### src/rtl/core/assert_macros.svh
`ifndef ASSERT_MACROS_SVH
`define ASSERT_MACROS_SVH

// check on every rising edge, reset included
`define LJ_ASSERT(label, prop, msg) \
  label: assert property (@(posedge clk) prop) else $error(msg);

// check on every rising edge outside reset
`define LJ_ASSERT_RST(label, prop, msg) \
  label: assert property (@(posedge clk) disable iff (!rst_n) prop) else $error(msg);

`endif

### src/rtl/core/ljwca_pkg.sv
`timescale 1ns / 1ps
package ljwca_pkg;

  localparam int DIST_W    = 24;
  localparam int OUT_W     = 48;
  localparam int CFG_IDX_W = 2;

  localparam logic [CFG_IDX_W-1:0] CFG_WELL_DEPTH     = 2'd0;
  localparam logic [CFG_IDX_W-1:0] CFG_MIN_DISTANCE   = 2'd1;
  localparam logic [CFG_IDX_W-1:0] CFG_POTENTIAL_MODE = 2'd2;

  localparam logic [DIST_W-1:0] WELL_DEPTH_RST   = 24'h01_0000;
  localparam logic [DIST_W-1:0] MIN_DISTANCE_RST = 24'h01_0000;

  localparam logic signed [OUT_W-1:0] OUT_MAX = 48'sh7FFF_FFFF_FFFF;
  localparam logic signed [OUT_W-1:0] OUT_MIN = 48'sh8000_0000_0000;

  typedef enum logic [1:0] {
    ST_OK   = 2'd0,
    ST_SAT  = 2'd1,
    ST_ZERO = 2'd2
  } status_t;

endpackage

### src/rtl/core/ljwca_div.sv
`timescale 1ns / 1ps
module ljwca_div
  import ljwca_pkg::*;
#(
  parameter int DW = 40,
  parameter int QW = 21,
  parameter int TW = 1
) (
  input  logic              clk,
  input  logic [DW-1:0]     dividend,
  input  logic [DIST_W-1:0] divisor,
  input  logic [TW-1:0]     tag_in,
  output logic [QW-1:0]     quot,
  output logic [TW-1:0]     tag_out
);

  logic [DIST_W-1:0] rem_r [QW-1];
  logic [DIST_W-1:0] dvs_r [QW-1];
  logic [QW-1:0]     low_r [QW];
  logic [TW-1:0]     tag_r [QW];

  for (genvar k = 0; k < QW; k++) begin : g_step
    logic [DIST_W-1:0] rem_in;
    logic [DIST_W-1:0] dvs_in;
    logic [QW-1:0]     low_in;
    logic [TW-1:0]     tg_in;
    logic [DIST_W:0]   trial;
    logic [DIST_W:0]   diff;
    logic              take;

    if (k == 0) begin : g_first
      assign rem_in = DIST_W'(dividend[DW-1:QW]);
      assign dvs_in = divisor;
      assign low_in = dividend[QW-1:0];
      assign tg_in  = tag_in;
    end else begin : g_next
      assign rem_in = rem_r[k-1];
      assign dvs_in = dvs_r[k-1];
      assign low_in = low_r[k-1];
      assign tg_in  = tag_r[k-1];
    end

    assign trial = {rem_in, low_in[QW-1]};
    assign diff  = trial - {1'b0, dvs_in};
    assign take  = !diff[DIST_W];

    always_ff @(posedge clk) begin
      low_r[k] <= {low_in[QW-2:0], take};
      tag_r[k] <= tg_in;
    end

    if (k < QW - 1) begin : g_rem
      always_ff @(posedge clk) begin
        rem_r[k] <= take ? diff[DIST_W-1:0] : trial[DIST_W-1:0];
        dvs_r[k] <= dvs_in;
      end
    end
  end

  assign quot    = low_r[QW-1];
  assign tag_out = tag_r[QW-1];

endmodule

### config.mk
export PLATFORM = sky130hd
export DESIGN_NAME = ljwca_div
export DESIGN_NICKNAME = d
export VERILOG_FILES = /design/src/rtl/core/assert_macros.svh /design/src/rtl/core/ljwca_pkg.sv /design/src/rtl/core/ljwca_div.sv
export SDC_FILE = /design/constraint.sdc
export NUM_CORES = 2
export LEC_CHECK = 0
export BUFFER_PORTS_ARGS = -buffer_cell sky130_fd_sc_hd__clkbuf_2
export CORE_AREA = 2 2 349 351
export CTS_BUF_LIST = sky130_fd_sc_hd__clkbuf_4
export DETAILED_ROUTE_END_ITERATION = 7
export DIE_AREA = 0 0 351 353
export GPL_ROUTABILITY_DRIVEN = 0
export GPL_TIMING_DRIVEN = 0
export HOLD_SLACK_MARGIN = 0.03
export PLACE_DENSITY = 0.69
export SLEW_MARGIN = 30
export SYNTH_ARGS = -nofsm -noshare
export SYNTH_HDL_FRONTEND = slang
export SYNTH_SLANG_ARGS = --single-unit
### constraint.sdc
create_clock -name clk -period 3.44 [get_ports clk]
set_clock_uncertainty 0.05 [all_clocks]
set_input_delay 0.344 -clock clk [delete_from_list [all_inputs] [get_ports clk]]
set_output_delay 0.344 -clock clk [all_outputs]
set_load 0.01 [all_outputs]
==> Word level (Yosys, flattened, before mapping) <==
Memories as Yosys holds them, arrays and structs flattened.
Index checks and enable logic that the tools add are counted.
{ "totals": {"regBits": 0, "ramBits": 1422, "inputBits": 66, "out_inout_bits": 22, "word_cells": 66, "mem_count": 4} }
{ "classes": {"add_sub_neg": 21, "muxes": 20, "n_reduce_logical": 21} }
{ "mem_list": {"columns": ["memory", "depth", "word_bits", "read_ports", "rd_ports_with_merged_regs", "write_ports", "line", "text"], "rows": [
  ["dvs_r", 20, 24, 20, 0, 20, "ljwca_div.sv:18", "logic [DIST_W-1:0] dvs_r [QW-1];"],
  ["rem_r", 20, 24, 20, 0, 20, "ljwca_div.sv:17", "logic [DIST_W-1:0] rem_r [QW-1];"],
  ["low_r", 21, 21, 21, 0, 21, "ljwca_div.sv:19", "logic [QW-1:0] low_r [QW];"],
  ["tag_r", 21, 1, 21, 0, 21, "ljwca_div.sv:20", "logic [TW-1:0] tag_r [QW];"]
]} }
{ "ops": {"columns": ["operator", "n"], "rows": [
  ["subtractor 25 x 24 -> 25 bit", 20],
  ["two-way mux 24 bit", 20],
  ["subtractor 20 x 24 -> 25 bit", 1],
  ["logical NOT 1 bit", 21]
]} }

==> Longest topological paths before layout <==
An unclocked memory read counts as a cell.
{ "logic_depth": {"depth_word": 3, "mapped_depth": 15, "mapped_depth_nobuf": 13} }

==> Worst setup path after synthesis <==
No wires, ideal clock.
{ "synth_path": {"path_kind": "register to register", "start": "memory low_r[4][20] (netlist: low_r[0][104])", "end": "memory rem_r[5][16] (netlist: rem_r[1][40])", "setup_time_ns": 0.121, "t_arrival_ns": 3.481, "required_ns": 3.269, "setup_slack_ns": -0.212, "path_stages_with_launch": 15, "n_path_buf": 1, "period_less_slack_ns": 3.652, "path_cell_list": "dfxtp_1 > inv_1 > ha_1 > inv_1 > fa_1 > a21o_1 > a41o_1 > nor4_2 > nor4b_1 > or4b_1 > a31oi_1 > o21ai_1 > xor2_1 > buf_2 > mux2_2"} }
{ "synth_lines": {"columns": ["item", "line"], "rows": [
  ["start, declared", "ljwca_div.sv:19"],
  ["end, declared", "ljwca_div.sv:17"]
]} }

==> summary.txt <==
Logic synthesis
  • Synth top area share: 0.488
  • Syn. warnings: 0
  • Post-synthesis sequential element count: 1,422
  • Synth Flop Type: dfxtp_1
  • Count leader, synth: dfxtp_1
  • Yosys cell types: 82
  • Cell count after synthesis: 5,546
  • Sequential area share after synthesis: 0.488
  • EDFF count, synth: 0
  • Largest cells by area after synthesis: dfxtp_1, ha_1, mux2_2, xnor2_1, inv_1
  • Mean Syn Cell Area: 10.5 um^2
  • Async set-reset flop share out of synthesis: 0
  • Most instantiated cells after synthesis: dfxtp_1, inv_1, ha_1
  • Dominant cell type by area after synthesis: dfxtp_1
  • Netlist Area Pre-Place: 58,300 um^2

Global routing
  • Busiest layer in global routing: met2
  • Initial antenna violation count: 6
  • Met2 usage: 0.313
  • First-pass GRT wire length: 203 mm
  • M1 GR Usage: 0.261
  • Gr usage total: 0.199
  • GR Overflow Total: 0
  • Vias in the first global route: 42.4k
  • Met3 GRT Util: 0.0476
  • Pin count of the biggest net entering global routing: 17

Timing
  • Fin crit share: 1.11
  • Final hold violations: 0
  • Worst Max-Slew Pin Slew: 0.820 ns
  • Setup WS post-layout: -0.380 ns
  • Top achievable clock speed: 262 MHz
  • Max-slew violation count: 0
  • Minimum clock period: 3.82 ns
  • Setup violators final: 109
  • Setup TNS: -23.28 ns
  • RSZ-0062 raised after global routing: yes
  • Max-slew headroom: 0.445

Clocking
  • CTS clk-pin slew, worst paths: 0.07 ns
  • CTS sink count: 1,422
  • CTS H-tree depth: 5
  • Clock Tree Buf Depth: 4
  • Cts bufs inserted: 379
  • Skew-Pair Late Insertion Delay: 1.29 ns
  • CTS tree: built
  • Clock Root Buffer: clkbuf_4

Placed design
  • Buffers on Ports: 87
  • Placed Instances: 7,259
  • HPWL after DPL: 83.1 mm

Final layout
  • Final net count: 7,004
  • Area growth syn-to-layout: 23.1%
  • Finished Layout Cells: 8,312
  • Layout cells sized above 1: 0.242

Setup path
  • Critical Setup Path Class: reg -> reg
  • CP Launch Type: flip-flop
  • CP Capture Type: flip-flop
  • Worst-path cell chain: inv_2 > ha_4 > inv_2 > fa_2 > a211oi_4 > o211ai_1 > a21oi_2 > o21ai_2 > a221o_1 > a221o_1 > a211oi_4 > xnor2_4 > buf_12 > buf_12 > mux2_4
  • Critical Path RT: 4.49 ns
  • WP data arrival: 4.87 ns
  • CP max stage delay: 0.42 ns
  • Slowest cell on crit path: a221o_1
  • CP max FO: 5

Detailed routing
  • Final ANT Viol Nets: 0
  • DRC: 0
  • Detailed Route WL: 126 mm
  • Drt initial violations: 2,174
  • Wire per inst: 15.1 um
  • Pre-antenna DRT Iters: 6
  • Vias: 42.2k
  • Avg Vias per Cell: 5.08

Die
  • Die Y: 353 um
  • I/O Pins: 88
  • Die width: 351 um
  • Die ar.: 124,000 um^2
  • Core area: 121,000 um^2
  • Cell Rows: 128
  • Initial core utilization: 0.484

Pwr
  • Static Leak: 33.8 nW
  • Max VDD drop: 0.000506 V
  • PwrDens: 1160 nW/um^2

Run
  • Max-cap violation count: 0

Status
  • Outcome: finished, violations left
  • Failing checks: negative setup slack

Min path
  • Min-delay worst type: reg -> reg
worst max-delay path, delay by kind of cell, from the launching register on:
kind	cells	cell delay, ns
AOI/OAI and AO/OA	7	1.82
xor gates and xnor gates	1	0.22
adders and majority gates	2	0.52
buffers and inverters	4	0.42
DFF	1	0.32
muxes	1	0.30
cell type report:
cell class / instances / area (um^2)
fill: 9774 / 48800
multi-input combinational: 3434 / 29300
sequential: 1422 / 28500
timing repair buffer: 494 / 4450
clock buffer: 520 / 3900
inverter: 620 / 2330
tap: 1625 / 2030
buffer: 68 / 713
clock inverter: 126 / 606
antenna: 3 / 7.51
metal layers:
layer / vias up / wire, um
met2: 1097 / 56700
met4: 2 / 3120
met5: - / 13
li1: 21200 / -
met3: 251 / 7110
met1: 19700 / 58900
worst paths after layout:
| path | start | endpoint | slack [ns] | depth (start not counted) |
|---|---|---|---|---|
| setup / recovery | low_r[1][41] | rem_r[2][69] | -0.38 | 15 |
| hold / removal | low_r[1][37] | low_r[1][59] | 0.23 | 0 |
| setup reg to reg | low_r[1][41] | rem_r[2][69] | -0.38 | 15 |
| hold reg to reg | low_r[1][37] | low_r[1][59] | 0.23 | 0 |
registers in the layout, summed over array words and instances, names as in the netlist:
signal,count
dvs_r,480
rem_r,480
low_r,441
tag_r,21
layout by cell type, fill, tap and decap left out, drive strengths merged, types with 13 or more instances in the layout:
cell type	instances
nand4	39
buf	306
ha	499
a31o	16
a21oi	404
a211oi	32
xor2	128
a2111oi	15
a21o	172
mux2i	30
dfxtp	1422
o31a	17
o31ai	23
a21boi	14
clkinv	118
o21ai	190
nor3	47
nand2b	51
a31oi	38
inv	624
nand3	88
clkbuf	643
and3	28
o21bai	49
xnor2	289
or3	16
nand2	182
o41ai	13
nor2b	65
nand3b	13
fa	20
mux2	412
o21a	71
o211ai	22
dlygate4sd3	133
a41oi	14
nor2	278
per-stage QoR:
| step | area (um^2) | util | worst slack, ns | power, mW | hold WS (ns) |
|---|---|---|---|---|---|
| finish | 71800 | 0.596 | -0.380 | 83.2 | 0.233 |
| CTS | 69900 | 0.580 | -0.417 | 78.7 | 0.0325 |
| detailed placement | 60900 | 0.505 | -1.44 | 57.7 | 0.262 |
| global route | 71800 | 0.595 | -0.509 | 88.8 | 0.123 |
| global placement | 60900 | 0.505 | -1.34 | 57.0 | 0.260 |
| floorplan | 58400 | - | -0.00311 | 50.4 | 0.260 |
power by group:
| part | total [mW] | switching [mW] | internal, mW | leakage, nW |
|---|---|---|---|---|
| sequential | 23.8 | 2.37 | 21.5 | 12.0 |
| combinational | 45.4 | 21.0 | 24.5 | 19.1 |
| clock | 13.9 | 6.61 | 7.27 | 2.70 |
logic make-up (layout without fill, tap and decap cells):
logic type	after synthesis	in the layout	share of synthesized area
flops	1422	1422	0.488
simple gates	856	856	0.0705
mux	442	442	0.0859
buf+inv	691	1828	0.0456
fa+ha+maj	519	519	0.114
xor+xnor	417	417	0.0627
other cells	1	5	0.0000643
compound gates	1198	1198	0.133
timing repair:
action,in CTS,in global routing
setup buffers,193,75
hold endpoints to repair,68,3
gates cloned,14,11
pin swaps,90,119
hold buffers,132,1
setup endpoints to repair,475,465
resized for setup,367,338
Power figures use the tool's default switching activity.
